`src/rtl/core/assert_macros.svh`:
```
// assertion macros shared by the rtl of the keyed siphash tag block
// no dependencies; empty bodies when SYNTHESIS is defined
`ifndef ASSERT_MACROS_SVH
`define ASSERT_MACROS_SVH

`ifndef SYNTHESIS
`define SIPT_ASSERT(lbl, clk, rstn, prop, msg) \
	lbl: assert property (@(posedge clk) disable iff (!rstn) prop) else $error(msg);
`define SIPT_NEVER(lbl, clk, rstn, cond, msg) \
	lbl: assert property (@(posedge clk) disable iff (!rstn) !(cond)) else $error(msg);
`else
`define SIPT_ASSERT(lbl, clk, rstn, prop, msg)
`define SIPT_NEVER(lbl, clk, rstn, cond, msg)
`endif

`endif

```
`src/rtl/core/sipt_pkg.sv`:
```
// types, constants and key derivation for the keyed siphash tag block
// no dependencies
package sipt_pkg;

	localparam logic [63:0] KEY_C0    = 64'hED9DE0801B44BE27;
	localparam logic [63:0] KEY_C1    = 64'h485B6527237AB93A;
	localparam logic [63:0] IV0       = 64'h736f6d6570736575;
	localparam logic [63:0] IV1       = 64'h646f72616e646f6d;
	localparam logic [63:0] IV2       = 64'h6c7967656e657261;
	localparam logic [63:0] IV3       = 64'h7465646279746573;
	localparam logic [31:0] FOLD_M1   = 32'h7feb352d;
	localparam logic [31:0] FOLD_M2   = 32'h846ca68b;
	localparam logic [63:0] FINAL_XOR = 64'h00000000000000ff;

	typedef logic [3:0][63:0] lanes_t;

	typedef enum logic [2:0] {
		ST_IDLE,
		ST_RUN,
		ST_LAUNCH,
		ST_FOLD,
		ST_OUT
	} state_t;

	typedef enum logic [1:0] {
		PH_MSG,
		PH_TAIL,
		PH_FINAL
	} phase_t;

	typedef enum logic [1:0] {
		FS_IDLE,
		FS_MUL1,
		FS_MUL2
	} fold_state_t;

	typedef struct packed {
		logic start;
	} fold_ctl_t;

	typedef struct packed {
		logic busy;
		logic done;
	} fold_sts_t;

	function automatic lanes_t key_lanes(input logic [31:0] nonce);
		logic [63:0] s;
		logic [63:0] k0;
		logic [63:0] k1;
		lanes_t l;
		s  = {nonce, nonce};
		k0 = KEY_C0 ^ s;
		k1 = KEY_C1 ^ {s[46:0], s[63:47]};
		l[0] = IV0 ^ k0;
		l[1] = IV1 ^ k1;
		l[2] = IV2 ^ k0;
		l[3] = IV3 ^ k1;
		return l;
	endfunction

endpackage

```
`src/rtl/core/sipt_channels.sv`:
```
// handshake channel interfaces of the keyed siphash tag block
// no dependencies
interface sipt_in_if;
	logic       valid;
	logic       ready;
	logic [7:0] data_byte;
	logic       byte_valid;
	logic       last;
	modport source (output valid, output data_byte, output byte_valid, output last,
		input ready);
	modport sink (input valid, input data_byte, input byte_valid, input last,
		output ready);
endinterface

interface sipt_out_if;
	logic        valid;
	logic        ready;
	logic [31:0] tag;
	modport source (output valid, output tag, input ready);
	modport sink (input valid, input tag, output ready);
endinterface

interface sipt_cfg_if;
	logic        valid;
	logic        ready;
	logic [31:0] session_nonce;
	modport source (output valid, output session_nonce, input ready);
	modport sink (input valid, input session_nonce, output ready);
endinterface

```
`src/rtl/core/sipt_half_round.sv`:
```
// one half of a siphash round, selected by sel; the shared lane mixer
// depends on sipt_pkg
module sipt_half_round (
	input  sipt_pkg::lanes_t lanes_in,
	input  logic             sel,
	output sipt_pkg::lanes_t lanes_out
);

	logic [63:0] a;
	logic [63:0] b;
	logic [63:0] c;
	logic [63:0] d;
	logic [63:0] sum_a;
	logic [63:0] sum_c;

	always_comb begin
		a = lanes_in[0];
		b = lanes_in[1];
		c = lanes_in[2];
		d = lanes_in[3];
		if (!sel) begin
			sum_a = a + b;
			sum_c = c + d;
			lanes_out[0] = {sum_a[31:0], sum_a[63:32]};
			lanes_out[1] = {b[50:0], b[63:51]} ^ sum_a;
			lanes_out[2] = sum_c;
			lanes_out[3] = {d[47:0], d[63:48]} ^ sum_c;
		end else begin
			sum_a = a + d;
			sum_c = c + b;
			lanes_out[0] = sum_a;
			lanes_out[1] = {b[46:0], b[63:47]} ^ sum_c;
			lanes_out[2] = {sum_c[31:0], sum_c[63:32]};
			lanes_out[3] = {d[42:0], d[63:43]} ^ sum_a;
		end
	end

endmodule

```
`src/rtl/core/sipt_fold.sv`:
```
// folds the 64-bit lane xor to a 32-bit tag with one shared multiplier
// depends on sipt_pkg
module sipt_fold (
	input  logic                clk,
	input  logic                arst_n,
	input  sipt_pkg::fold_ctl_t ctl,
	input  sipt_pkg::lanes_t    lanes,
	output sipt_pkg::fold_sts_t sts,
	output logic [31:0]         tag
);

	sipt_pkg::fold_state_t state_q;
	sipt_pkg::fold_state_t state_d;
	logic [31:0] f_q;
	logic [31:0] f_d;
	logic        done_q;
	logic        done_d;
	logic [63:0] h;
	logic [31:0] f0;
	logic [31:0] mul_k;
	logic [31:0] prod;

	assign h     = lanes[0] ^ lanes[1] ^ lanes[2] ^ lanes[3];
	assign f0    = h[31:0] ^ h[63:32];
	assign mul_k = (state_q == sipt_pkg::FS_MUL1) ? sipt_pkg::FOLD_M1 : sipt_pkg::FOLD_M2;
	assign prod  = f_q * mul_k;

	always_comb begin
		state_d = state_q;
		f_d     = f_q;
		done_d  = 1'b0;
		unique case (state_q)
			sipt_pkg::FS_IDLE: begin
				if (ctl.start) begin
					f_d     = f0 ^ (f0 >> 16);
					state_d = sipt_pkg::FS_MUL1;
				end
			end
			sipt_pkg::FS_MUL1: begin
				f_d     = prod ^ (prod >> 15);
				state_d = sipt_pkg::FS_MUL2;
			end
			sipt_pkg::FS_MUL2: begin
				f_d     = prod ^ (prod >> 16);
				done_d  = 1'b1;
				state_d = sipt_pkg::FS_IDLE;
			end
			default: begin
				state_d = sipt_pkg::FS_IDLE;
			end
		endcase
	end

	always_ff @(posedge clk or negedge arst_n) begin
		if (!arst_n) begin
			state_q <= sipt_pkg::FS_IDLE;
			done_q  <= 1'b0;
		end else begin
			state_q <= state_d;
			done_q  <= done_d;
		end
	end

	always_ff @(posedge clk) begin
		f_q <= f_d;
	end

	assign sts.busy = (state_q != sipt_pkg::FS_IDLE);
	assign sts.done = done_q;
	assign tag      = f_q;

endmodule

```
`src/rtl/core/keyed_siphash_tag32.sv`:
```
// keyed siphash-2-4 tag generator, top level with sequencer and lane registers
// depends on sipt_pkg, sipt_channels, sipt_half_round, sipt_fold, assert_macros.svh
//
// usage:
//   cfg carries the 32-bit session nonce; it is always ready. The user must
//   write it only between messages; the block does not enforce this. The key
//   is taken from it when a message starts. item carries one word per
//   message byte (data_byte, byte_valid, last). A word with byte_valid and
//   last both low is dropped; last with byte_valid low closes the message
//   without a byte, so an empty message can be tagged.
//   result carries the 32-bit tag, one word per message.
// sequence:
//   a byte that does not complete an 8-byte block is stored; the sequencer stays idle.
//   a byte that completes a block runs 4 half-round passes.
//   a last word runs to the tag register through an optional block,
//   tail block and four closing rounds, all through the single half-round
//   mixer, then starts the fold, runs two steps through one 32x32
//   multiplier, sees it done and loads the tag.
// reset clears the sequencer, the byte count and the result valid flag; the
// nonce resets to zero. item.ready is low while the sequencer works. A new
// message may be accepted while a tag waits in the result register; its own
// tag is held back until the receiver has taken the previous one.
`include "assert_macros.svh"

module keyed_siphash_tag32 (
	input logic        clk,
	input logic        arst_n,
	sipt_in_if.sink    item,
	sipt_out_if.source result,
	sipt_cfg_if.sink   cfg
);

	sipt_pkg::state_t  state_q;
	sipt_pkg::state_t  state_d;
	sipt_pkg::phase_t  phase_q;
	sipt_pkg::phase_t  phase_d;
	logic [2:0]        hr_q;
	logic [2:0]        hr_d;
	logic              fin_q;
	logic              fin_d;
	sipt_pkg::lanes_t  lanes_q;
	sipt_pkg::lanes_t  lanes_d;
	logic [63:0]       word_q;
	logic [63:0]       word_d;
	logic [55:0]       pw_q;
	logic [55:0]       pw_d;
	logic [7:0]        cnt_q;
	logic [7:0]        cnt_d;
	logic              in_msg_q;
	logic              in_msg_d;
	logic [31:0]       nonce_q;
	logic [31:0]       tag_q;
	logic              out_vld_q;
	logic              load_out;

	sipt_pkg::lanes_t    lanes_base;
	sipt_pkg::lanes_t    hr_out;
	logic [55:0]         pw_base;
	logic [55:0]         pw_add;
	logic [7:0]          cnt_base;
	logic [7:0]          cnt_add;
	logic [2:0]          pos;
	logic                full;
	logic [63:0]         full_word;
	logic [63:0]         tail_word;
	logic [2:0]          hr_end;
	logic                acc;
	sipt_pkg::fold_ctl_t fold_ctl;
	sipt_pkg::fold_sts_t fold_sts;
	logic [31:0]         fold_tag;

	sipt_half_round u_round (
		.lanes_in  (lanes_q),
		.sel       (hr_q[0]),
		.lanes_out (hr_out)
	);

	sipt_fold u_fold (
		.clk    (clk),
		.arst_n (arst_n),
		.ctl    (fold_ctl),
		.lanes  (lanes_q),
		.sts    (fold_sts),
		.tag    (fold_tag)
	);

	assign item.ready = (state_q == sipt_pkg::ST_IDLE);
	assign acc        = item.valid && item.ready;
	assign cfg.ready  = 1'b1;

	// message state as seen by the incoming word
	assign lanes_base = in_msg_q ? lanes_q : sipt_pkg::key_lanes(nonce_q);
	assign pw_base    = in_msg_q ? pw_q : 56'd0;
	assign cnt_base   = in_msg_q ? cnt_q : 8'd0;
	assign pos        = cnt_base[2:0];
	assign full       = item.byte_valid && (pos == 3'd7);
	assign cnt_add    = item.byte_valid ? cnt_base + 8'd1 : cnt_base;
	assign full_word  = {item.data_byte, pw_base};
	assign tail_word  = {cnt_add, pw_add};
	assign hr_end     = (phase_q == sipt_pkg::PH_FINAL) ? 3'd7 : 3'd3;

	always_comb begin
		for (int i = 0; i < 7; i++) begin
			pw_add[8*i +: 8] = (item.byte_valid && pos == 3'(i)) ? item.data_byte
				: pw_base[8*i +: 8];
		end
	end

	always_comb begin
		state_d        = state_q;
		phase_d        = phase_q;
		hr_d           = hr_q;
		fin_d          = fin_q;
		lanes_d        = lanes_q;
		word_d         = word_q;
		pw_d           = pw_q;
		cnt_d          = cnt_q;
		in_msg_d       = in_msg_q;
		fold_ctl.start = 1'b0;
		load_out       = 1'b0;
		unique case (state_q)
			sipt_pkg::ST_IDLE: begin
				if (acc && (item.byte_valid || item.last)) begin
					lanes_d  = lanes_base;
					pw_d     = pw_add;
					cnt_d    = cnt_add;
					in_msg_d = !item.last;
					hr_d     = 3'd0;
					fin_d    = item.last;
					if (full) begin
						lanes_d[3] = lanes_base[3] ^ full_word;
						word_d     = full_word;
						pw_d       = 56'd0;
						phase_d    = sipt_pkg::PH_MSG;
						state_d    = sipt_pkg::ST_RUN;
					end else if (item.last) begin
						lanes_d[3] = lanes_base[3] ^ tail_word;
						word_d     = tail_word;
						pw_d       = 56'd0;
						cnt_d      = 8'd0;
						phase_d    = sipt_pkg::PH_TAIL;
						state_d    = sipt_pkg::ST_RUN;
					end
				end
			end
			sipt_pkg::ST_RUN: begin
				lanes_d = hr_out;
				hr_d    = hr_q + 3'd1;
				if (hr_q == hr_end) begin
					hr_d = 3'd0;
					unique case (phase_q)
						sipt_pkg::PH_MSG: begin
							lanes_d[0] = hr_out[0] ^ word_q;
							if (fin_q) begin
								// empty tail after a full block
								lanes_d[3] = hr_out[3] ^ {cnt_q, 56'd0};
								word_d     = {cnt_q, 56'd0};
								cnt_d      = 8'd0;
								phase_d    = sipt_pkg::PH_TAIL;
							end else begin
								state_d = sipt_pkg::ST_IDLE;
							end
						end
						sipt_pkg::PH_TAIL: begin
							lanes_d[0] = hr_out[0] ^ word_q;
							lanes_d[2] = hr_out[2] ^ sipt_pkg::FINAL_XOR;
							phase_d    = sipt_pkg::PH_FINAL;
						end
						sipt_pkg::PH_FINAL: begin
							state_d = sipt_pkg::ST_LAUNCH;
						end
						default: begin
							state_d = sipt_pkg::ST_IDLE;
						end
					endcase
				end
			end
			sipt_pkg::ST_LAUNCH: begin
				fold_ctl.start = 1'b1;
				state_d        = sipt_pkg::ST_FOLD;
			end
			sipt_pkg::ST_FOLD: begin
				if (fold_sts.done) begin
					state_d = sipt_pkg::ST_OUT;
				end
			end
			sipt_pkg::ST_OUT: begin
				if (!out_vld_q || result.ready) begin
					load_out = 1'b1;
					state_d  = sipt_pkg::ST_IDLE;
				end
			end
			default: begin
				state_d = sipt_pkg::ST_IDLE;
			end
		endcase
	end

	always_ff @(posedge clk or negedge arst_n) begin
		if (!arst_n) begin
			state_q   <= sipt_pkg::ST_IDLE;
			phase_q   <= sipt_pkg::PH_MSG;
			hr_q      <= 3'd0;
			fin_q     <= 1'b0;
			pw_q      <= 56'd0;
			cnt_q     <= 8'd0;
			in_msg_q  <= 1'b0;
			nonce_q   <= 32'd0;
			out_vld_q <= 1'b0;
		end else begin
			state_q  <= state_d;
			phase_q  <= phase_d;
			hr_q     <= hr_d;
			fin_q    <= fin_d;
			pw_q     <= pw_d;
			cnt_q    <= cnt_d;
			in_msg_q <= in_msg_d;
			if (cfg.valid && cfg.ready) begin
				nonce_q <= cfg.session_nonce;
			end
			if (load_out) begin
				out_vld_q <= 1'b1;
			end else if (result.ready) begin
				out_vld_q <= 1'b0;
			end
		end
	end

	always_ff @(posedge clk) begin
		lanes_q <= lanes_d;
		word_q  <= word_d;
		if (load_out) begin
			tag_q <= fold_tag;
		end
	end

	assign result.valid = out_vld_q;
	assign result.tag   = tag_q;

	`SIPT_NEVER(a_ready_while_folding, clk, arst_n, fold_sts.busy && item.ready, "ready during fold")
	`SIPT_ASSERT(a_tag_from_out_state, clk, arst_n, $rose(out_vld_q) |-> $past(state_q == sipt_pkg::ST_OUT), "tag without finalization")
	`SIPT_ASSERT(a_last_starts_work, clk, arst_n, (acc && item.last) |=> (state_q == sipt_pkg::ST_RUN), "last word not finalized")
	`SIPT_NEVER(a_short_phase_count, clk, arst_n, state_q == sipt_pkg::ST_RUN && phase_q != sipt_pkg::PH_FINAL && hr_q[2], "block phase overran two rounds")
	`SIPT_ASSERT(a_result_held, clk, arst_n, (out_vld_q && !result.ready) |=> $stable(tag_q), "pending tag overwritten")

endmodule
```
`src/flat_wrapper.sv`:
```
// flat-port wrapper written by rule: the top's interface ports become plain ports
module keyed_siphash_tag32_flat 
  (clk, arst_n, item_valid, item_data_byte, item_byte_valid, item_last, item_ready, result_valid, result_tag, result_ready, cfg_valid, cfg_session_nonce, cfg_ready);
  sipt_in_if item_i ();
  sipt_out_if result_i ();
  sipt_cfg_if cfg_i ();
  input logic clk;
  input logic arst_n;
  input wire logic [$bits(item_i.valid)-1:0] item_valid;
  input wire logic [$bits(item_i.data_byte)-1:0] item_data_byte;
  input wire logic [$bits(item_i.byte_valid)-1:0] item_byte_valid;
  input wire logic [$bits(item_i.last)-1:0] item_last;
  output wire logic [$bits(item_i.ready)-1:0] item_ready;
  output wire logic [$bits(result_i.valid)-1:0] result_valid;
  output wire logic [$bits(result_i.tag)-1:0] result_tag;
  input wire logic [$bits(result_i.ready)-1:0] result_ready;
  input wire logic [$bits(cfg_i.valid)-1:0] cfg_valid;
  input wire logic [$bits(cfg_i.session_nonce)-1:0] cfg_session_nonce;
  output wire logic [$bits(cfg_i.ready)-1:0] cfg_ready;
  assign item_i.valid = item_valid;
  assign item_i.data_byte = item_data_byte;
  assign item_i.byte_valid = item_byte_valid;
  assign item_i.last = item_last;
  assign item_ready = item_i.ready;
  assign result_valid = result_i.valid;
  assign result_tag = result_i.tag;
  assign result_i.ready = result_ready;
  assign cfg_i.valid = cfg_valid;
  assign cfg_i.session_nonce = cfg_session_nonce;
  assign cfg_ready = cfg_i.ready;
  keyed_siphash_tag32 u_core (.clk(clk), .arst_n(arst_n), .item(item_i), .result(result_i), .cfg(cfg_i));
endmodule
```
`config.mk`:
```
export PLATFORM = sky130hd
export DESIGN_NAME = keyed_siphash_tag32_flat
export DESIGN_NICKNAME = d
export VERILOG_FILES = /design/src/rtl/core/sipt_pkg.sv /design/src/rtl/core/sipt_channels.sv /design/src/rtl/core/sipt_half_round.sv /design/src/rtl/core/sipt_fold.sv /design/src/rtl/core/keyed_siphash_tag32.sv /design/src/flat_wrapper.sv
export VERILOG_INCLUDE_DIRS = /design/src /design/src/rtl/core
export SDC_FILE = /design/constraint.sdc
export NUM_CORES = 2
export LEC_CHECK = 0
export BUFFER_PORTS_ARGS = -buffer_cell sky130_fd_sc_hd__buf_2
export CAP_MARGIN = 10
export CORE_MARGIN = 2
export CORE_UTILIZATION = 25
export DETAILED_ROUTE_END_ITERATION = 7
export MAX_ROUTING_LAYER = met4
export PLACE_DENSITY_LB_ADDON = 0.25
export SLEW_MARGIN = 20
export SYNTH_ARGS = -nofsm -noshare
export SYNTH_HDL_FRONTEND = slang
export SYNTH_SLANG_ARGS = --single-unit
```
`constraint.sdc`:
```
create_clock -name clk -period 15.1 [get_ports clk]
set_input_delay 0.755 -clock clk [delete_from_list [all_inputs] [get_ports clk]]
set_output_delay 0.755 -clock clk [all_outputs]
set_load 0.05 [all_outputs]
```
==> summary.txt <==
Floorplan
  – Rows: 173
  – Area of the die: 0.226 mm²
  – Initial cell density of the core: 25.1%
  – Core ar.: 0.222 mm²
  – Die Width: 476 µm
  – Num ports: 82
  – Height of the chip: 476 µm

Setup path
  – Most used cell, CP: fa_1
  – Kind of cell adding the most delay to the critical path: adder cells
  – Crit path largest cell delay: 800 ps
  – Critical-path top delay cell: a2111oi_0
  – CP Data Required Time: 15500 ps
  – Setup CP Type: register to register
  – Startpoint types: register
  – WP buf/inv: 7
  – CP max FO: 52
  – Worst Path Arrival: 9430 ps
  – Crit end category: register

Clock network
  – Clk root buf: clkbuf_16
  – Clk pin slew, worst setup/hold paths: 60 ps
  – Worst-Skew Late Latency: 760 ps
  – Number of clock sinks: 494
  – Cts hold-fix bufs: 0
  – Post_cts resized: 0
  – TritonCTS clock tree: built
  – Post-CTS Setup Inserts: 0
  – Number of buffers created by CTS: 69
  – CTS max path bufs: 3
  – Htree depth: 3

STA
  – Final setup violation count: 0
  – Setup Skew: 88.3 ps
  – RSZ-0062 raised after global routing: no
  – Setup TNS: 0 ps
  – Final period demand of the worst path: 9030 ps
  – Fmax: 111 MHz
  – Hold Vio Cnt, Final: 0
  – Fin crit share: 59.8%
  – Slew of the pin with the lowest slew margin: 1370 ps
  – Relative slew margins: 7.83%
  – Pins Over Slew Limit: 0

Global route
  – GRT overflow: 0
  – Vias in the first global route: 50100
  – First-pass GRT wire length: 448000 µm
  – Initial antenna violation count: 22
  – Total GRT Usage: 30.1%
  – Largest net degree at the start of global routing: 146

Detailed routing
  – Initial DRT Pass Iterations: 6
  – Via count: 52400
  – # DRC: 0
  – Via density: 5.64
  – Drt total wl: 339000 µm
  – Iteration-0 DRC Markers: 7064
  – Wire length per cell: 36.5 µm
  – DRT antenna net count: 0

Cells and area
  – Share of cells above drive strength 1: 6.64%
  – Synthesis-to-finish area growth: 11.8%
  – Final #Nets: 7000

Status
  – Status: finished clean

Yosys
  – Synth cell types: 97
  – Ys Warns: 0
  – Main synth FF type: edfxtp_1
  – Seq/Total Area, Yosys: 25.7%
  – Mean Syn Cell Area: 8.88 µm²
  – Synth Register Bits: 494
  – Area of the mapped netlist: 0.0556 mm²
  – Cell count after synthesis: 6261
  – Ys async rst share: 22.3%
  – Post-synth EDFFs: 384

Placed design
  – Detailed-placement wirelength estimate: 275000 µm
  – Routability cong.: 1.10
  – Buffers on Ports: 80

Min path
  – Class of the most critical hold timing path: primary input to asynchronous set/reset pin

Run
  – Maxcap violations: 0
-- stage by stage --
step	hold slack [ps]	setup WS, ps	utilization, %	std cells	area (µm²)
3_3_place_gp	491	6050	26.9	9147	59600
2_1_floorplan	447	3370	-	6300	55700
3_5_place_dp	496	6040	26.9	9147	59700
4_1_cts	97.4	6010	28.0	9273	62000
6_report	110	6070	28.0	9289	62100
5_1_grt	163	5550	28.0	9282	62100
-- cells by family (layout without fill, tap and decap cells) --
kind of cell	Yosys count	after routing	synth area share (%)
DFF	494	494	25.7
buffers and inverters	807	806	5.49
other	2	56	0.0135
adders and majority gates	709	709	19.8
AOI/OAI and AO/OA	1741	1741	20.0
xor gates and xnor gates	913	913	14.7
muxes	126	126	2.33
and+or+nand+nor	1469	1469	11.9
-- area by class of cell --
type | instances | area (µm²)
clock buffer | 92 | 1920
inverter | 486 | 1830
clock inverter | 34 | 419
fill | 24000 | 160000
sequential | 494 | 14300
multi-input combinational | 4999 | 38600
antenna | 15 | 37.5
tap | 2975 | 3720
timing repair buffer | 194 | 1330
-- synth_stat cells (all sizes together) (20+ instances only) --
library cell / instances / area (µm²)
a211oi: 44 / 340
a21o: 164 / 1230
a21oi: 582 / 2920
a221oi: 28 / 251
a22o: 62 / 543
a31oi: 45 / 282
and2: 33 / 206
and3: 42 / 263
buf: 54 / 221
clkbuf: 267 / 1000
dfrtp: 110 / 2750
edfxtp: 384 / 11500
fa: 284 / 5690
ha: 425 / 5320
inv: 486 / 1820
mux2: 28 / 315
mux2i: 98 / 981
nand2: 550 / 2060
nand2b: 20 / 125
nand3: 148 / 741
nand4: 57 / 357
nor2: 406 / 1520
nor2b: 45 / 282
nor3: 65 / 325
o211ai: 70 / 526
o21a: 36 / 270
o21ai: 342 / 1710
o21bai: 63 / 473
o221ai: 29 / 254
o22ai: 72 / 450
o31ai: 31 / 243
or3: 30 / 188
xnor2: 625 / 5480
xor2: 274 / 2400
-- layout by cell type (no fill, tap or decap), drive strengths merged, types with 36 or more instances in the layout --
master and n:
nand2 550, ha 425, edfxtp 384, nor2b 45, a21oi 582, a31oi 45, fa 284, o22ai 72
xor2 274, o21a 36, nor2 406, mux2i 98, clkbuf 92, dfrtp 110, xnor2 625, buf 194
and3 42, inv 491, o21ai 342, conb 41, nand4 57, a21o 164, o211ai 70, nand3 148
o21bai 63, a211oi 44, a22o 62, nor3 65
-- sequential cells by signal, indices dropped and copies added (netlist names), 2 cells and up --
signal,flops
u_core.nonce_q,32
u_core.state_q,3
u_core.lanes_q,256
u_core.phase_q,2
u_core.word_q,64
u_core.result.tag,32
u_core.u_fold.state_q,2
u_core.cnt_q,8
u_core.pw_q,56
u_core.hr_q,3
u_core.u_fold.tag,32
-- per-layer routing --
layer | wire [µm] | vias up | GRT usage [%]
met4 | 31800 | 0 | 22.2
li1 | - | 22100 | -
met3 | 30800 | 871 | 6.38
met2 | 145000 | 3150 | 44.5
met5 | 0 | - | -
met1 | 131000 | 26300 | 36.1
-- worst paths after layout --
check                           cells past startpoint  slack (ps)                     to                startpoint
min in group clk                                    3         230      u_core.nonce_q[4]      cfg_session_nonce[4]
worst max register to register                     30        6070  u_core.u_fold.tag[15]  u_core.u_fold.state_q[1]
worst max-delay path                               30        6070  u_core.u_fold.tag[15]  u_core.u_fold.state_q[1]
worst min register to register                      1         510     u_core.nonce_q[15]        u_core.nonce_q[15]
max in group asynchronous                           2       13460         u_core.hr_q[0]                    arst_n
worst min-delay path                                1         110     u_core.nonce_q[12]                    arst_n
Power is left out: the tool's default activity adds up to more than one toggle a clock period on the data nets, which glitch-free logic cannot reach.
